===== src/rtl/multi_servo_slew_controller_assert.svh =====
// Assertion macros shared by the servo slew controller RTL.
`ifndef MULTI_SERVO_SLEW_CONTROLLER_ASSERT_SVH
`define MULTI_SERVO_SLEW_CONTROLLER_ASSERT_SVH

// Same-cycle implication, checked on every rising clock edge outside reset.
`define MSSC_ASSERT_NOW(label, ante, cons, msg) \
	label: assert property (@(posedge clk) disable iff (!arst_n) (ante) |-> (cons)) \
		else $error(msg);

// Next-cycle implication, checked on every rising clock edge outside reset.
`define MSSC_ASSERT_NEXT(label, ante, cons, msg) \
	label: assert property (@(posedge clk) disable iff (!arst_n) (ante) |=> (cons)) \
		else $error(msg);

`endif


===== src/rtl/mssc_pkg.sv =====
// Package with the types, codes and constants of the servo slew controller.
package mssc_pkg;

	localparam int SERVO_COUNT_DEF = 8;
	localparam int MAX_RESULTS     = 8;
	localparam int RES_CNT_W       = $clog2(MAX_RESULTS + 1);

	localparam int ANGLE_W = 8;
	localparam int PULSE_W = 12;
	localparam int SPEED_W = 5;
	localparam int CFG_W   = 12;

	localparam logic [SPEED_W-1:0] SPEED_MIN = 5'd1;
	localparam logic [SPEED_W-1:0] SPEED_MAX = 5'd20;

	// Reset values of the registers and the servo state.
	localparam logic [ANGLE_W-1:0] RST_MIN_ANGLE  = 8'd0;
	localparam logic [ANGLE_W-1:0] RST_MAX_ANGLE  = 8'd180;
	localparam logic [PULSE_W-1:0] RST_MIN_PULSE  = 12'd500;
	localparam logic [PULSE_W-1:0] RST_MAX_PULSE  = 12'd2500;
	localparam logic [ANGLE_W-1:0] RST_HOME_ANGLE = 8'd90;
	localparam logic [SPEED_W-1:0] RST_DEF_SPEED  = 5'd2;

	// Numerator of the interpolation: off * dp + span / 2 fits in 20 bits.
	localparam int NUM_W  = ANGLE_W + PULSE_W;
	localparam int DIV_CW = $clog2(NUM_W + 1);

	typedef enum logic [2:0] {
		CFG_MIN_ANGLE  = 3'd0,
		CFG_MAX_ANGLE  = 3'd1,
		CFG_MIN_PULSE  = 3'd2,
		CFG_MAX_PULSE  = 3'd3,
		CFG_HOME_ANGLE = 3'd4,
		CFG_DEF_SPEED  = 3'd5
	} cfg_idx_t;

	typedef enum logic [2:0] {
		CMD_TICK      = 3'd0,
		CMD_MOVE_TO   = 3'd1,
		CMD_SET_SPEED = 3'd2,
		CMD_STOP_ALL  = 3'd3,
		CMD_HOME_ALL  = 3'd4,
		CMD_HOME_ONE  = 3'd5,
		CMD_QUERY     = 3'd6,
		CMD_START     = 3'd7
	} cmd_t;

	typedef enum logic [2:0] {
		ST_IDLE,
		ST_UPDATE,
		ST_SINGLE,
		ST_SINGLE_OUT,
		ST_SUMMARY,
		ST_SCAN,
		ST_PULSE_WAIT
	} seq_state_t;

	typedef enum logic [1:0] {
		PU_IDLE,
		PU_MUL,
		PU_DIV,
		PU_DONE
	} pulse_state_t;

	// Shared limits seen by the pulse unit.
	typedef struct packed {
		logic [ANGLE_W-1:0] min_angle;
		logic [ANGLE_W-1:0] max_angle;
		logic [PULSE_W-1:0] min_pulse;
		logic [PULSE_W-1:0] max_pulse;
	} pulse_cfg_t;

endpackage


===== src/rtl/mssc_pulse.sv =====
// Pulse width unit: one multiply, then a bit-serial restoring divide.
module mssc_pulse (
	input  logic                             clk,
	input  logic                             arst_n,
	input  mssc_pkg::pulse_cfg_t             cfg,
	input  logic                             start,
	input  logic [mssc_pkg::ANGLE_W-1:0]     angle_in,
	output logic                             done,
	output logic [mssc_pkg::PULSE_W-1:0]     pulse
);

	mssc_pkg::pulse_state_t state_q, state_d;

	logic [mssc_pkg::ANGLE_W-1:0] ang_c, span_c, off_c;
	logic [mssc_pkg::PULSE_W-1:0] dp_c;
	logic                         flat_c, down_c;

	logic [mssc_pkg::ANGLE_W-1:0] off_q, span_q;
	logic [mssc_pkg::PULSE_W-1:0] dp_q, base_q, res_c;
	logic                         flat_q, down_q;
	logic [mssc_pkg::NUM_W-1:0]   num_q, quo_q;
	logic [mssc_pkg::ANGLE_W:0]   rem_q;
	logic [mssc_pkg::DIV_CW-1:0]  cnt_q;

	logic [mssc_pkg::ANGLE_W:0]   rem_sh;
	logic                         sub_ok;
	logic [mssc_pkg::NUM_W-1:0]   quo_nx;
	logic [mssc_pkg::PULSE_W-1:0] q12;

	// Clamp the angle into the limits and form span, offset and pulse range.
	always_comb begin
		flat_c = (cfg.max_angle <= cfg.min_angle);
		ang_c  = angle_in;
		if (ang_c < cfg.min_angle) ang_c = cfg.min_angle;
		if (ang_c > cfg.max_angle) ang_c = cfg.max_angle;
		span_c = cfg.max_angle - cfg.min_angle;
		off_c  = ang_c - cfg.min_angle;
		down_c = (cfg.max_pulse < cfg.min_pulse);
		dp_c   = down_c ? (cfg.min_pulse - cfg.max_pulse) : (cfg.max_pulse - cfg.min_pulse);
	end

	// One restoring divide step on the shifted remainder.
	always_comb begin
		rem_sh = {rem_q[mssc_pkg::ANGLE_W-1:0], num_q[mssc_pkg::NUM_W-1]};
		sub_ok = (rem_sh >= {1'b0, span_q});
		quo_nx = {quo_q[mssc_pkg::NUM_W-2:0], sub_ok};
		q12    = quo_q[mssc_pkg::PULSE_W-1:0];
	end

	// Next state.
	always_comb begin
		state_d = state_q;
		case (state_q)
			mssc_pkg::PU_IDLE: if (start) state_d = flat_c ? mssc_pkg::PU_DONE : mssc_pkg::PU_MUL;
			mssc_pkg::PU_MUL:  state_d = mssc_pkg::PU_DIV;
			mssc_pkg::PU_DIV:  if (cnt_q == mssc_pkg::DIV_CW'(mssc_pkg::NUM_W - 1))
				state_d = mssc_pkg::PU_DONE;
			mssc_pkg::PU_DONE: if (start) state_d = flat_c ? mssc_pkg::PU_DONE : mssc_pkg::PU_MUL;
			default:           state_d = mssc_pkg::PU_IDLE;
		endcase
	end

	always_ff @(posedge clk or negedge arst_n) begin
		if (!arst_n) state_q <= mssc_pkg::PU_IDLE;
		else         state_q <= state_d;
	end

	// Datapath registers of the multiply and the divide.
	always_ff @(posedge clk) begin
		if (start) begin
			off_q  <= off_c;
			span_q <= span_c;
			dp_q   <= dp_c;
			down_q <= down_c;
			flat_q <= flat_c;
			base_q <= cfg.min_pulse;
		end
		case (state_q)
			mssc_pkg::PU_MUL: begin
				num_q <= mssc_pkg::NUM_W'(off_q) * mssc_pkg::NUM_W'(dp_q) +
				         mssc_pkg::NUM_W'(span_q >> 1);
				rem_q <= '0;
				quo_q <= '0;
				cnt_q <= '0;
			end
			mssc_pkg::PU_DIV: begin
				num_q <= {num_q[mssc_pkg::NUM_W-2:0], 1'b0};
				rem_q <= sub_ok ? (rem_sh - {1'b0, span_q}) : rem_sh;
				quo_q <= quo_nx;
				cnt_q <= cnt_q + 1'b1;
			end
			default: ;
		endcase
	end

	// Result: min pulse when the limits are flat, else min plus or minus q.
	always_comb begin
		if (flat_q)      res_c = base_q;
		else if (down_q) res_c = base_q - q12;
		else             res_c = base_q + q12;
	end

	assign done  = (state_q == mssc_pkg::PU_DONE) && !start;
	assign pulse = res_c;

endmodule


===== src/rtl/multi_servo_slew_controller.sv =====
// Top level of the multi servo slew controller: servo state, sequencer, output register.
//
//  channel  direction  handshake               payload
//  in       input      in_valid / in_ready     command, servo_id, angle, speed
//  out      output     out_valid / out_ready   out_servo .. last
//  cfg      input      cfg_we                  cfg_index, cfg_data
//
// A tick or start first updates every servo, one per cycle, then walks the servos
// again and runs the shared pulse unit for each result: launch, one multiply, 20 divide
// steps, then the result.
// Single-servo commands act on their servo and then give one result; stop_all and home_all update every servo.
// Reset loads the home state at once.
// A stalled output holds the sequencer at its next result.
`include "multi_servo_slew_controller_assert.svh"

module multi_servo_slew_controller #(
	parameter int SERVO_COUNT = mssc_pkg::SERVO_COUNT_DEF
) (
	input  logic                             clk,
	input  logic                             arst_n,
	input  logic                             cfg_we,
	input  logic [2:0]                       cfg_index,
	input  logic [mssc_pkg::CFG_W-1:0]       cfg_data,
	input  logic                             in_valid,
	output logic                             in_ready,
	input  logic [2:0]                       command,
	input  logic [7:0]                       servo_id,
	input  logic [7:0]                       angle,
	input  logic [7:0]                       speed,
	output logic                             out_valid,
	input  logic                             out_ready,
	output logic [7:0]                       out_servo,
	output logic [mssc_pkg::PULSE_W-1:0]     pulse_us,
	output logic [mssc_pkg::ANGLE_W-1:0]     angle_now,
	output logic [mssc_pkg::ANGLE_W-1:0]     angle_target,
	output logic [mssc_pkg::SPEED_W-1:0]     step_now,
	output logic                             is_moving,
	output logic                             accepted,
	output logic                             any_moving,
	output logic                             last
);

	localparam int IDX_W = (SERVO_COUNT > 1) ? $clog2(SERVO_COUNT) : 1;
	localparam logic [IDX_W-1:0] IDX_LAST = IDX_W'(SERVO_COUNT - 1);

	// Configuration registers.
	logic [mssc_pkg::ANGLE_W-1:0] min_angle_q, max_angle_q, home_angle_q;
	logic [mssc_pkg::PULSE_W-1:0] min_pulse_q, max_pulse_q;
	logic [mssc_pkg::SPEED_W-1:0] def_speed_q;

	always_ff @(posedge clk or negedge arst_n) begin
		if (!arst_n) begin
			min_angle_q  <= mssc_pkg::RST_MIN_ANGLE;
			max_angle_q  <= mssc_pkg::RST_MAX_ANGLE;
			min_pulse_q  <= mssc_pkg::RST_MIN_PULSE;
			max_pulse_q  <= mssc_pkg::RST_MAX_PULSE;
			home_angle_q <= mssc_pkg::RST_HOME_ANGLE;
			def_speed_q  <= mssc_pkg::RST_DEF_SPEED;
		end else if (cfg_we) begin
			case (cfg_index)
				mssc_pkg::CFG_MIN_ANGLE:  min_angle_q  <= cfg_data[mssc_pkg::ANGLE_W-1:0];
				mssc_pkg::CFG_MAX_ANGLE:  max_angle_q  <= cfg_data[mssc_pkg::ANGLE_W-1:0];
				mssc_pkg::CFG_MIN_PULSE:  min_pulse_q  <= cfg_data[mssc_pkg::PULSE_W-1:0];
				mssc_pkg::CFG_MAX_PULSE:  max_pulse_q  <= cfg_data[mssc_pkg::PULSE_W-1:0];
				mssc_pkg::CFG_HOME_ANGLE: home_angle_q <= cfg_data[mssc_pkg::ANGLE_W-1:0];
				mssc_pkg::CFG_DEF_SPEED:  def_speed_q  <= cfg_data[mssc_pkg::SPEED_W-1:0];
				default: ;
			endcase
		end
	end

	// Latched item and sequencer registers.
	mssc_pkg::seq_state_t state_q, state_d;
	mssc_pkg::cmd_t       cmd_q;
	logic [7:0]           id_q, ang_q, spd_q;
	logic                 idv_q;
	logic [IDX_W-1:0]     idx_q;
	logic [SERVO_COUNT-1:0] mask_q, mask_clr;
	logic [mssc_pkg::RES_CNT_W-1:0] n_q;

	// Servo state.
	logic [mssc_pkg::ANGLE_W-1:0] cur_q [SERVO_COUNT];
	logic [mssc_pkg::ANGLE_W-1:0] tgt_q [SERVO_COUNT];
	logic [mssc_pkg::SPEED_W-1:0] spd_st_q [SERVO_COUNT];
	logic [SERVO_COUNT-1:0]       mv_q;

	// Output register.
	logic                         out_valid_q;
	logic [7:0]                   o_servo_q;
	logic [mssc_pkg::PULSE_W-1:0] o_pulse_q;
	logic [mssc_pkg::ANGLE_W-1:0] o_now_q, o_tgt_q;
	logic [mssc_pkg::SPEED_W-1:0] o_spd_q;
	logic                         o_mv_q, o_acc_q, o_any_q, o_last_q;

	logic in_acc, out_free, id_ok, cmd_single;
	logic pu_start, pu_done;
	logic [mssc_pkg::PULSE_W-1:0] pu_pulse;
	mssc_pkg::pulse_cfg_t pu_cfg;

	// Control decoded from the state.
	logic upd_en, single_en, load_single, load_summary, load_pulse, scan_step, res_last;

	assign in_acc     = in_valid && in_ready;
	assign out_free   = !out_valid_q || out_ready;
	assign id_ok      = (servo_id < 8'(SERVO_COUNT));
	assign cmd_single = (command == mssc_pkg::CMD_MOVE_TO || command == mssc_pkg::CMD_SET_SPEED ||
	                     command == mssc_pkg::CMD_HOME_ONE || command == mssc_pkg::CMD_QUERY);

	// Selected servo and the arithmetic on it.
	logic [mssc_pkg::ANGLE_W-1:0] cur_s, tgt_s, mag_s, step_cur, clamp_in, clamp_out;
	logic [mssc_pkg::SPEED_W-1:0] spd_s, def_clamp, req_clamp;
	logic                         step_done;

	always_comb begin
		cur_s = cur_q[idx_q];
		tgt_s = tgt_q[idx_q];
		spd_s = spd_st_q[idx_q];
		mag_s = (tgt_s >= cur_s) ? (tgt_s - cur_s) : (cur_s - tgt_s);
		step_done = (mag_s <= mssc_pkg::ANGLE_W'(spd_s));
		if (step_done)          step_cur = tgt_s;
		else if (tgt_s > cur_s) step_cur = cur_s + mssc_pkg::ANGLE_W'(spd_s);
		else                    step_cur = cur_s - mssc_pkg::ANGLE_W'(spd_s);
		// Target clamp tests the lower limit first.
		clamp_in = (cmd_q == mssc_pkg::CMD_MOVE_TO) ? ang_q : home_angle_q;
		if (clamp_in < min_angle_q)      clamp_out = min_angle_q;
		else if (clamp_in > max_angle_q) clamp_out = max_angle_q;
		else                             clamp_out = clamp_in;
		if (def_speed_q < mssc_pkg::SPEED_MIN)      def_clamp = mssc_pkg::SPEED_MIN;
		else if (def_speed_q > mssc_pkg::SPEED_MAX) def_clamp = mssc_pkg::SPEED_MAX;
		else                                        def_clamp = def_speed_q;
		if (spd_q < 8'(mssc_pkg::SPEED_MIN))      req_clamp = mssc_pkg::SPEED_MIN;
		else if (spd_q > 8'(mssc_pkg::SPEED_MAX)) req_clamp = mssc_pkg::SPEED_MAX;
		else                                      req_clamp = spd_q[mssc_pkg::SPEED_W-1:0];
	end

	always_comb begin
		mask_clr = mask_q;
		mask_clr[idx_q] = 1'b0;
		res_last = (mask_clr == '0) || (n_q == mssc_pkg::RES_CNT_W'(mssc_pkg::MAX_RESULTS - 1));
	end

	// Next state.
	always_comb begin
		state_d = state_q;
		case (state_q)
			mssc_pkg::ST_IDLE: begin
				if (in_acc) begin
					if (cmd_single)
						state_d = mssc_pkg::ST_SINGLE;
					else
						state_d = mssc_pkg::ST_UPDATE;
				end
			end
			mssc_pkg::ST_UPDATE: begin
				if (idx_q == IDX_LAST) begin
					if (cmd_q == mssc_pkg::CMD_START)
						state_d = mssc_pkg::ST_SCAN;
					else if (cmd_q == mssc_pkg::CMD_TICK && ((mask_q | mv_q) != '0))
						state_d = mssc_pkg::ST_SCAN;
					else
						state_d = mssc_pkg::ST_SUMMARY;
				end
			end
			mssc_pkg::ST_SINGLE:     state_d = mssc_pkg::ST_SINGLE_OUT;
			mssc_pkg::ST_SINGLE_OUT: if (out_free) state_d = mssc_pkg::ST_IDLE;
			mssc_pkg::ST_SUMMARY:    if (out_free) state_d = mssc_pkg::ST_IDLE;
			mssc_pkg::ST_SCAN:       if (mask_q[idx_q]) state_d = mssc_pkg::ST_PULSE_WAIT;
			mssc_pkg::ST_PULSE_WAIT: begin
				if (pu_done && out_free)
					state_d = res_last ? mssc_pkg::ST_IDLE : mssc_pkg::ST_SCAN;
			end
			default: state_d = mssc_pkg::ST_IDLE;
		endcase
	end

	// Control outputs of the sequencer.
	always_comb begin
		in_ready     = (state_q == mssc_pkg::ST_IDLE);
		upd_en       = (state_q == mssc_pkg::ST_UPDATE);
		single_en    = (state_q == mssc_pkg::ST_SINGLE) && idv_q;
		load_single  = (state_q == mssc_pkg::ST_SINGLE_OUT) && out_free;
		load_summary = (state_q == mssc_pkg::ST_SUMMARY) && out_free;
		scan_step    = (state_q == mssc_pkg::ST_SCAN) && !mask_q[idx_q];
		pu_start     = (state_q == mssc_pkg::ST_SCAN) && mask_q[idx_q];
		load_pulse   = (state_q == mssc_pkg::ST_PULSE_WAIT) && pu_done && out_free;
	end

	always_ff @(posedge clk or negedge arst_n) begin
		if (!arst_n) state_q <= mssc_pkg::ST_IDLE;
		else         state_q <= state_d;
	end

	// Item latch, servo index, result mask and result count.
	always_ff @(posedge clk or negedge arst_n) begin
		if (!arst_n) begin
			cmd_q  <= mssc_pkg::CMD_TICK;
			idv_q  <= 1'b0;
			idx_q  <= '0;
			mask_q <= '0;
			n_q    <= '0;
		end else begin
			if (in_acc) begin
				cmd_q  <= mssc_pkg::cmd_t'(command);
				idv_q  <= id_ok;
				idx_q  <= (id_ok && cmd_single) ? servo_id[IDX_W-1:0] : '0;
				mask_q <= '0;
				n_q    <= '0;
			end
			if (upd_en) begin
				mask_q[idx_q] <= (cmd_q == mssc_pkg::CMD_START) ||
				                 (cmd_q == mssc_pkg::CMD_TICK && mv_q[idx_q]);
				idx_q <= (idx_q == IDX_LAST) ? '0 : idx_q + 1'b1;
			end
			if (scan_step) idx_q <= idx_q + 1'b1;
			if (load_pulse) begin
				mask_q <= mask_clr;
				n_q    <= n_q + 1'b1;
				if (idx_q != IDX_LAST) idx_q <= idx_q + 1'b1;
			end
		end
	end

	always_ff @(posedge clk) begin
		if (in_acc) begin
			id_q  <= servo_id;
			ang_q <= angle;
			spd_q <= speed;
		end
	end

	// Servo state updates, one servo per cycle at the current index.
	always_ff @(posedge clk or negedge arst_n) begin
		if (!arst_n) begin
			for (int i = 0; i < SERVO_COUNT; i++) begin
				cur_q[i]    <= mssc_pkg::RST_HOME_ANGLE;
				tgt_q[i]    <= mssc_pkg::RST_HOME_ANGLE;
				spd_st_q[i] <= mssc_pkg::RST_DEF_SPEED;
			end
			mv_q <= '0;
		end else if (upd_en) begin
			case (cmd_q)
				mssc_pkg::CMD_TICK: begin
					if (mv_q[idx_q]) begin
						cur_q[idx_q] <= step_cur;
						if (step_done) mv_q[idx_q] <= 1'b0;
					end
				end
				mssc_pkg::CMD_START: begin
					cur_q[idx_q]    <= home_angle_q;
					tgt_q[idx_q]    <= home_angle_q;
					spd_st_q[idx_q] <= def_clamp;
					mv_q[idx_q]     <= 1'b0;
				end
				mssc_pkg::CMD_STOP_ALL: begin
					tgt_q[idx_q] <= cur_s;
					mv_q[idx_q]  <= 1'b0;
				end
				mssc_pkg::CMD_HOME_ALL: begin
					tgt_q[idx_q] <= clamp_out;
					mv_q[idx_q]  <= (cur_s != clamp_out);
				end
				default: ;
			endcase
		end else if (single_en) begin
			case (cmd_q)
				mssc_pkg::CMD_MOVE_TO, mssc_pkg::CMD_HOME_ONE: begin
					tgt_q[idx_q] <= clamp_out;
					mv_q[idx_q]  <= (cur_s != clamp_out);
				end
				mssc_pkg::CMD_SET_SPEED: spd_st_q[idx_q] <= req_clamp;
				default: ;
			endcase
		end
	end

	// Shared pulse unit.
	assign pu_cfg = '{min_angle: min_angle_q, max_angle: max_angle_q,
	                  min_pulse: min_pulse_q, max_pulse: max_pulse_q};

	mssc_pulse u_pulse (
		.clk      (clk),
		.arst_n   (arst_n),
		.cfg      (pu_cfg),
		.start    (pu_start),
		.angle_in (cur_s),
		.done     (pu_done),
		.pulse    (pu_pulse)
	);

	// Output register: loaded once per result, held while stalled.
	always_ff @(posedge clk or negedge arst_n) begin
		if (!arst_n) out_valid_q <= 1'b0;
		else if (load_single || load_summary || load_pulse) out_valid_q <= 1'b1;
		else if (out_ready) out_valid_q <= 1'b0;
	end

	always_ff @(posedge clk) begin
		if (load_single) begin
			o_servo_q <= id_q;
			o_pulse_q <= '0;
			o_now_q   <= idv_q ? cur_s : '0;
			o_tgt_q   <= idv_q ? tgt_s : '0;
			o_spd_q   <= idv_q ? spd_s : '0;
			o_mv_q    <= idv_q && mv_q[idx_q];
			o_acc_q   <= idv_q;
			o_any_q   <= |mv_q;
			o_last_q  <= 1'b1;
		end else if (load_summary) begin
			o_servo_q <= '0;
			o_pulse_q <= '0;
			o_now_q   <= '0;
			o_tgt_q   <= '0;
			o_spd_q   <= '0;
			o_mv_q    <= 1'b0;
			o_acc_q   <= 1'b1;
			o_any_q   <= |mv_q;
			o_last_q  <= 1'b1;
		end else if (load_pulse) begin
			o_servo_q <= 8'(idx_q);
			o_pulse_q <= pu_pulse;
			o_now_q   <= cur_s;
			o_tgt_q   <= tgt_s;
			o_spd_q   <= spd_s;
			o_mv_q    <= mv_q[idx_q];
			o_acc_q   <= 1'b1;
			o_any_q   <= |mv_q;
			o_last_q  <= res_last;
		end
	end

	assign out_valid    = out_valid_q;
	assign out_servo    = o_servo_q;
	assign pulse_us     = o_pulse_q;
	assign angle_now    = o_now_q;
	assign angle_target = o_tgt_q;
	assign step_now     = o_spd_q;
	assign is_moving    = o_mv_q;
	assign accepted     = o_acc_q;
	assign any_moving   = o_any_q;
	assign last         = o_last_q;

	// A result is only ever emitted for a servo still pending in the mask.
	`MSSC_ASSERT_NOW(a_pulse_masked, load_pulse, mask_q[idx_q], "pulse result for unmasked servo")
	// No item emits more results than the cap.
	`MSSC_ASSERT_NOW(a_result_cap, state_q == mssc_pkg::ST_PULSE_WAIT,
		n_q < mssc_pkg::RES_CNT_W'(mssc_pkg::MAX_RESULTS), "result cap exceeded")
	// An accepted item always leaves the idle state.
	`MSSC_ASSERT_NEXT(a_busy_after_accept, in_acc, state_q != mssc_pkg::ST_IDLE,
		"sequencer stayed idle after an item")

endmodule


===== config.mk =====
export PLATFORM = sky130hd
export DESIGN_NAME = multi_servo_slew_controller
export DESIGN_NICKNAME = d
export VERILOG_FILES = /design/src/rtl/mssc_pkg.sv /design/src/rtl/mssc_pulse.sv /design/src/rtl/multi_servo_slew_controller.sv
export VERILOG_INCLUDE_DIRS = /design/src /design/src/rtl
export SDC_FILE = /design/constraint.sdc
export NUM_CORES = 1
export LEC_CHECK = 0
export BUFFER_PORTS_ARGS = -buffer_cell sky130_fd_sc_hd__buf_2
export CORE_MARGIN = 1
export CORE_UTILIZATION = 25
export DETAILED_ROUTE_END_ITERATION = 6
export HOLD_SLACK_MARGIN = 0.15
export PLACE_DENSITY = 0.43
export SLEW_MARGIN = 20
export SYNTH_ARGS = -nofsm -noshare
export SYNTH_HDL_FRONTEND = slang
export SYNTH_SLANG_ARGS = --single-unit
export TNS_END_PERCENT = 30

===== constraint.sdc =====
create_clock -name clk -period 12.4 [get_ports clk]
set_input_delay 1.86 -clock clk [delete_from_list [all_inputs] [get_ports clk]]
set_output_delay 1.86 -clock clk [all_outputs]
set_load 0.02 [all_outputs]

==> results of run 1 <==
layout make-up:
class                           count  area, um^2  area share [%]
Antenna cell                        3       7.507         0.02406
Clock buffer                       71        1463           4.688
Clock inverter                     25       335.3           1.075
Inverter                          204       767.0           2.458
Multi-Input combinational cell   2128       15030           48.18
Sequential cell                   410       11030           35.34
Tap cell                         1403        1755           5.626
Timing Repair Buffer              138       813.3           2.607
worst paths after layout:
kind	startpoint	to	slack, ps	depth (start not counted)
max	idx_q[2]$_DFF_PN0_	u_pulse.off_q[7]$_DFFE_PP_	4370	32
min	pulse_us[10]$_SDFFE_PP0P_	pulse_us[10]$_SDFFE_PP0P_	460	2
max reg2reg	idx_q[2]$_DFF_PN0_	u_pulse.off_q[7]$_DFFE_PP_	4370	32
min reg2reg	pulse_us[10]$_SDFFE_PP0P_	pulse_us[10]$_SDFFE_PP0P_	460	2
max in group asynchronous	arst_n	tgt_q[58]$_DFFE_PN0P_	9140	3
min in group asynchronous	arst_n	n_q[3]$_DFFE_PN0P_	1190	1
where the power goes:
part | internal (mW) | switching [mW] | total (mW)
registers | 2.04 | 0.400 | 2.44
logic | 2.22 | 4.03 | 6.25
clock network | 0.955 | 0.656 | 1.61
total | 5.21 | 5.09 | 10.3
cells in the final DEF, fill, tap and decap left out, types with 40 or more instances in the layout:
cell | synthesis | routed
nand2_1 | 308 | 308
clkbuf_16 | 0 | 52
mux2_2 | 58 | 58
inv_1 | 201 | 197
buf_4 | 2 | 45
nor2_1 | 245 | 244
a22o_1 | 78 | 78
fa_1 | 76 | 76
xnor2_1 | 47 | 47
nand3_1 | 49 | 49
mux2i_1 | 40 | 40
a31oi_1 | 51 | 51
a21oi_1 | 213 | 212
edfxtp_1 | 143 | 143
nor3_1 | 48 | 46
o21ai_0 | 145 | 141
ha_1 | 168 | 167
and2_1 | 83 | 83
o22ai_1 | 66 | 66
dfstp_2 | 92 | 92
buf_2 | 10 | 92
dfrtp_1 | 162 | 161
o31ai_1 | 44 | 44
routing by layer:
layer / wire, um / GRT usage (%) / vias up / part of all wire (%)
met5: 17 / 0 / - / 0.018
met4: 2710 / 5.634 / 2 / 2.8
met3: 4844 / 2.715 / 138 / 5.0
met2: 43900 / 27.71 / 590 / 46
met1: 44540 / 23.28 / 10940 / 46
li1: - / - / 10471 / -
sequential cells by signal, indices dropped and copies added, names as in the netlist, 12 cells and up:
| name | flops |
|---|---|
| u_pulse.num_q | 20 |
| pulse_us | 12 |
| tgt_q | 64 |
| min_pulse_q | 12 |
| u_pulse.base_q | 12 |
| u_pulse.quo_q | 12 |
| cur_q | 64 |
| u_pulse.dp_q | 12 |
| max_pulse_q | 12 |
| spd_st_q | 40 |
worst reg2reg max path, delay by kind of cell, from the launching register on:
family	cells	cell delay [ps]
compound gates	17	3110
simple gates	11	2860
flops	1	610
fa+ha+maj	3	900
buf+inv	1	430
logic make-up after synthesis:
group | count (synthesis) | share of synthesized area, %
DFF | 410 | 40.43
xor gates and xnor gates | 72 | 2.363
adders and majority gates | 244 | 13.29
muxes | 114 | 4.776
buffers and inverters | 327 | 4.602
and+or+nand+nor | 869 | 14.67
AOI/OAI and AO/OA | 829 | 19.87
through the flow:
| stage | std cells | hold slack (ps) |
|---|---|---|
| after detailed placement | 4283 | 444.7 |
| after CTS | 4379 | 464.2 |
| after floorplan | 2865 | 424.9 |
| final | 4382 | 458.7 |
| after global placement | 4283 | 446.1 |
| after global routing | 4379 | 478.3 |
==> results.cfg, run 1 <==
[layout]
synthToLayoutAreaGrowth_pct = 14.41
final_util_pct = 28.98
drive_gt1_share_pct = 13.94
fin_nets = 3224
fillCellCount = 11359
final_cell_area_um2 = 31200

[die]
dieWidth_um = 332.3
die-area_um2 = 110400
rows = 120
initial_core_util_pct = 25.33
ios = 94
die_y_um = 332.3
fp.coreArea_um2 = 107700

[synth]
synth_common_cells = 308 x nand2_1, 245 x nor2_1, 213 x a21oi_1, 201 x inv_1, 168 x ha_1
netlist_top_cells_area = edfxtp_1 16%, dfrtp_1 15%, dfstp_2 8.9%
synth_top_area_cell = edfxtp_1
ys_seq_area_share_pct = 40.43
ys.flop_type = dfrtp_1
synthArstFlopShare_pct = 61.95
syn-instance-count = 2865
synth.cell_area_um2 = 27270
yosysUniqueCellTypes = 90
yosys.cell_count.top_type = nand2_1
syn_avg_cell_area_um2 = 9.519
synth-edff-count = 143
ys_seq_elements = 410
synth_nets = 3156
synth.top_cell.area_share_pct = 15.75
yosys_warnings = 0

[global_routing]
globalRoute.totalOverflow = 0
grt_pass1_vias = 22043
antenna_found_initial = 4
grt_use_total_pct = 17.17
grt_max_degree = 75
grt_pass1_wl_mm = 144.2

[worst_setup_path]
cp.required_ps = 12890
critPathBufInv = 1
arrival_ps = 8520
crit_slowest_cell = and2_1
slowest_delay_ps = 880
critPathTopFamily = compound AO/OA/AOI/OAI gates
endpoint_kind = register
cp-start-kind = register
path_common_cell = a21oi_1
crit_type = register to register
worstPathMaxFanout = 31

[timing]
tightest_slew_ps = 1101
slew_headroom_pct = 26.59
rsz0062_at_grt = false
skew_ps = 46.16
hold_viol = 0
timing.final.crit_share_pct = 64.80
fin_crit_ps = 8035
fin_ws_ps = 4365
slew_viol_final = 0
setup_tns_ps = 0
fmax_mhz = 124.5
setup_viol = 0

[clock_tree]
cts_max_level = 2
cts_buffers = 51
cts_resized = 0
cts_setup_buffers = 0
clkLatencyLatePin_ps = 660
root_buffer = clkbuf_16
clkSlewWorstSetupHoldPaths_ps = 60
clock-sinks = 410
cts_tree = built
clk_path_buf_depth = 3
hold_buffers = 0

[detailed_routing]
vias_per_cell = 5.053
ant_nets = 0
wirelength_mm = 96.00
drt-initial-drc-count = 1732
dr.pass1.iters = 6
vias = 22141
routedWlPerCell_um = 21.91
drcViolationCount = 0

[run_status]
status = completed

[flow_run]
maxCapViolCount = 0

[min_path]
hp-class = register to register

[placement]
io_buffer_count = 93
dp_hpwl_mm = 71.58
place_congestion = 0.8840
dp_slack_ps = 4409
post_dp_cell_area_um2 = 29390

[power]
powerDensity_nw_per_um2 = 330.1
ir_drop_v = 0.0002492
leakage_nw = 12.84
power_mw = 10.30
Power figures use the tool's default switching activity.
==> inputs of run 2 (changes only) <==
ABC_AREA = 1   (was default)
PLACE_DENSITY = 0.44   (was 0.43)
clock period = 6.9 ns   (was 12.4 ns; I/O delays follow)
==> run 2 against run 1 <==
Effect of this change: worst setup slack worse by 3800 ps; non-clock buffer count grew 14; cell area rose by 5.2%; first-iteration DRC count grew 29%; clock-buffer cell count up 4; maximum frequency is 27% higher; hold slack worse by 130 ps; sequential power grew 74%; largest power group unchanged; sequential share of layout area fell by 1.8 points; core utilization is 0.27 points lower; synthesized cell count rose by 29%; die area rose by 5.8%.
==> results.cfg, run 2 <==
[clock_tree]
cts_resized = 0
clk_path_buf_depth = 3
root_buffer = clkbuf_16
hold_buffers = 0
cts_buffers = 55
clkSlewWorstSetupHoldPaths_ps = 60
clkLatencyLatePin_ps = 680
clock-sinks = 410
cts_tree = built
cts_setup_buffers = 0
cts_max_level = 2

[power]
power_mw = 19.09
powerDensity_nw_per_um2 = 581.4
p_comb_share_pct = 62.2
ir_drop_v = 0.0005021
pwr-share-seq_pct = 22.2
clkPwrFrac_pct = 15.5
power.internal_mw = 8.827
p_sw_mw = 10.26
leakage_nw = 15.09
sw_frac_of_total_pct = 53.76

[worst_setup_path]
critPathTopFamily = simple AND/OR/NAND/NOR gates
reg2reg_slack_ps = 600
startpoint = idx_q[2]$_DFF_PN0_
crit_type = register to register
endpoint_kind = register
r2r-start = idx_q[2]$_DFF_PN0_
arrival_ps = 6860
critPathBufInv = 6
slowest_delay_ps = 610
crit_slowest_cell = fa_1
cp-start-kind = register
path_common_cell = nand3_1
worstPathMaxFanout = 11
cp.required_ps = 7460

[min_path]
hp-class = primary input to asynchronous set/reset pin

[timing]
timing.final.crit_share_pct = 91.36
setup_viol = 0
hold_viol = 0
setup_tns_ps = 0
skew_ps = 43.33
tightest_slew_ps = 1252
rsz0062_at_grt = false
fmax_mhz = 158.6
slew_viol_final = 0
fin_ws_ps = 596.4
fin_crit_ps = 6304
whs_ps = 328.3
slew_headroom_pct = 15.64

[run_status]
status = completed

[synth]
syn-instance-count = 3690
synth_top_area_cell = edfxtp_1
yosys_warnings = 0
yosysUniqueCellTypes = 67
yosys.cell_count.top_type = nand2_1
netlist_top_cells_area = edfxtp_1 15%, dfrtp_1 14%, nand2_1 11%
synthArstFlopShare_pct = 61.95
synth.top_cell.area_share_pct = 14.88
synth.cell_area_um2 = 28850
synth-edff-count = 143
ys_seq_area_share_pct = 38.21
synth_nets = 3981
syn_avg_cell_area_um2 = 7.819
synth_common_cells = 815 x nand2_1, 516 x inv_1, 344 x o21ai_0, 277 x nor2_1, 235 x a21oi_1
ys_seq_elements = 410
ys.flop_type = dfrtp_1

[layout]
layout_commonest_cell = nand2_1
fin_nets = 4024
synthToLayoutAreaGrowth_pct = 13.79
antennaDiodeCount = 0
largestRegisters = cur_q: 64 flops, tgt_q: 64 flops, spd_st_q: 40 flops
drive_gt1_share_pct = 11.27
final_cell_mix = 813 x nand2_1, 513 x inv_1, 343 x o21ai_0
fillCellCount = 12336

[detailed_routing]
drcViolationCount = 0
vias = 25584
ant_nets = 0
drt-initial-drc-count = 2232
routedWlPerCell_um = 20.26
vias_per_cell = 4.834
wirelength_mm = 107.2
wl_met1_mm = 48.56
met3WireLength_mm = 6.531
met2_length_mm = 49.28
routed.top_layer = met4
dr.pass1.iters = 6

[global_routing]
grt_pass1_wl_mm = 162.4
antenna_found_initial = 1
globalRoute.totalOverflow = 0
grt_use_total_pct = 18.25
grt_pass1_vias = 24914
grt_max_degree = 135

[placement]
place_congestion = 0.9096
dp_slack_ps = 505.5
dp_hpwl_mm = 79.22
io_buffer_count = 93

[die]
fp.coreArea_um2 = 114300
initial_core_util_pct = 25.23
rows = 124
die-area_um2 = 116800
ios = 94
die_y_um = 341.7
dieWidth_um = 341.7

[flow_run]
maxCapViolCount = 0
run 2: stage by stage:
step           utilization [%]  instances  instance area, um^2
3_3_place_gp             27.10       5188                30990
6_report                 28.71       5292                32830
4_1_cts                  28.70       5292                32810
2_1_floorplan                -       3690                28850
5_1_grt                  28.71       5292                32830
3_5_place_dp             27.10       5188                30990
run 2: cell type report:
cell class | instances | area, um^2 | share of cell area, %
Inverter | 551 | 2074 | 6.318
Sequential cell | 410 | 11030 | 33.58
Clock buffer | 75 | 1503 | 4.577
Timing Repair Buffer | 152 | 930.9 | 2.835
Multi-Input combinational cell | 2563 | 15090 | 45.95
Tap cell | 1512 | 1892 | 5.762
Clock inverter | 29 | 321.6 | 0.9794
run 2: per-layer routing:
layer  GRT usage (%)  vias to the layer above
met5               0                        -
met4           5.092                        0
met3           3.244                      151
met2           29.65                      774
met1           24.69                    12311
li1                -                    12348
run 2: path summary, 6_finish.rpt:
check | endpoint | cells past startpoint
max | mv_q[7]$_DFFE_PN0P_ | 27
min | tgt_q[55]$_DFFE_PN0P_ | 1
max reg2reg | mv_q[7]$_DFFE_PN0P_ | 27
min reg2reg | pulse_us[10]$_SDFFE_PP0P_ | 2
max in group asynchronous | max_pulse_q[9]$_DFFE_PN0P_ | 2
min in group clk | pulse_us[10]$_SDFFE_PP0P_ | 2
run 2: kinds of logic after synthesis:
logic type                 after synthesis  synth area share, %
adders and majority gates              244                12.56
DFF                                    410                38.21
AOI/OAI and AO/OA                      920                18.49
and+or+nand+nor                       1326                18.81
buffers and inverters                  717                9.692
xor gates and xnor gates                68                2.064
muxes                                    5               0.1735
run 2: power groups by stage:
stage          logic (mW)  registers (mW)  clock network (mW)
2_1_floorplan        7.80            4.17                   0
3_5_place_dp         11.8            4.27                   0
6_report             11.9            4.25                2.96
4_1_cts              11.8            4.24                3.05
3_3_place_gp         11.8            4.29                   0
5_1_grt              13.1            4.34                3.14
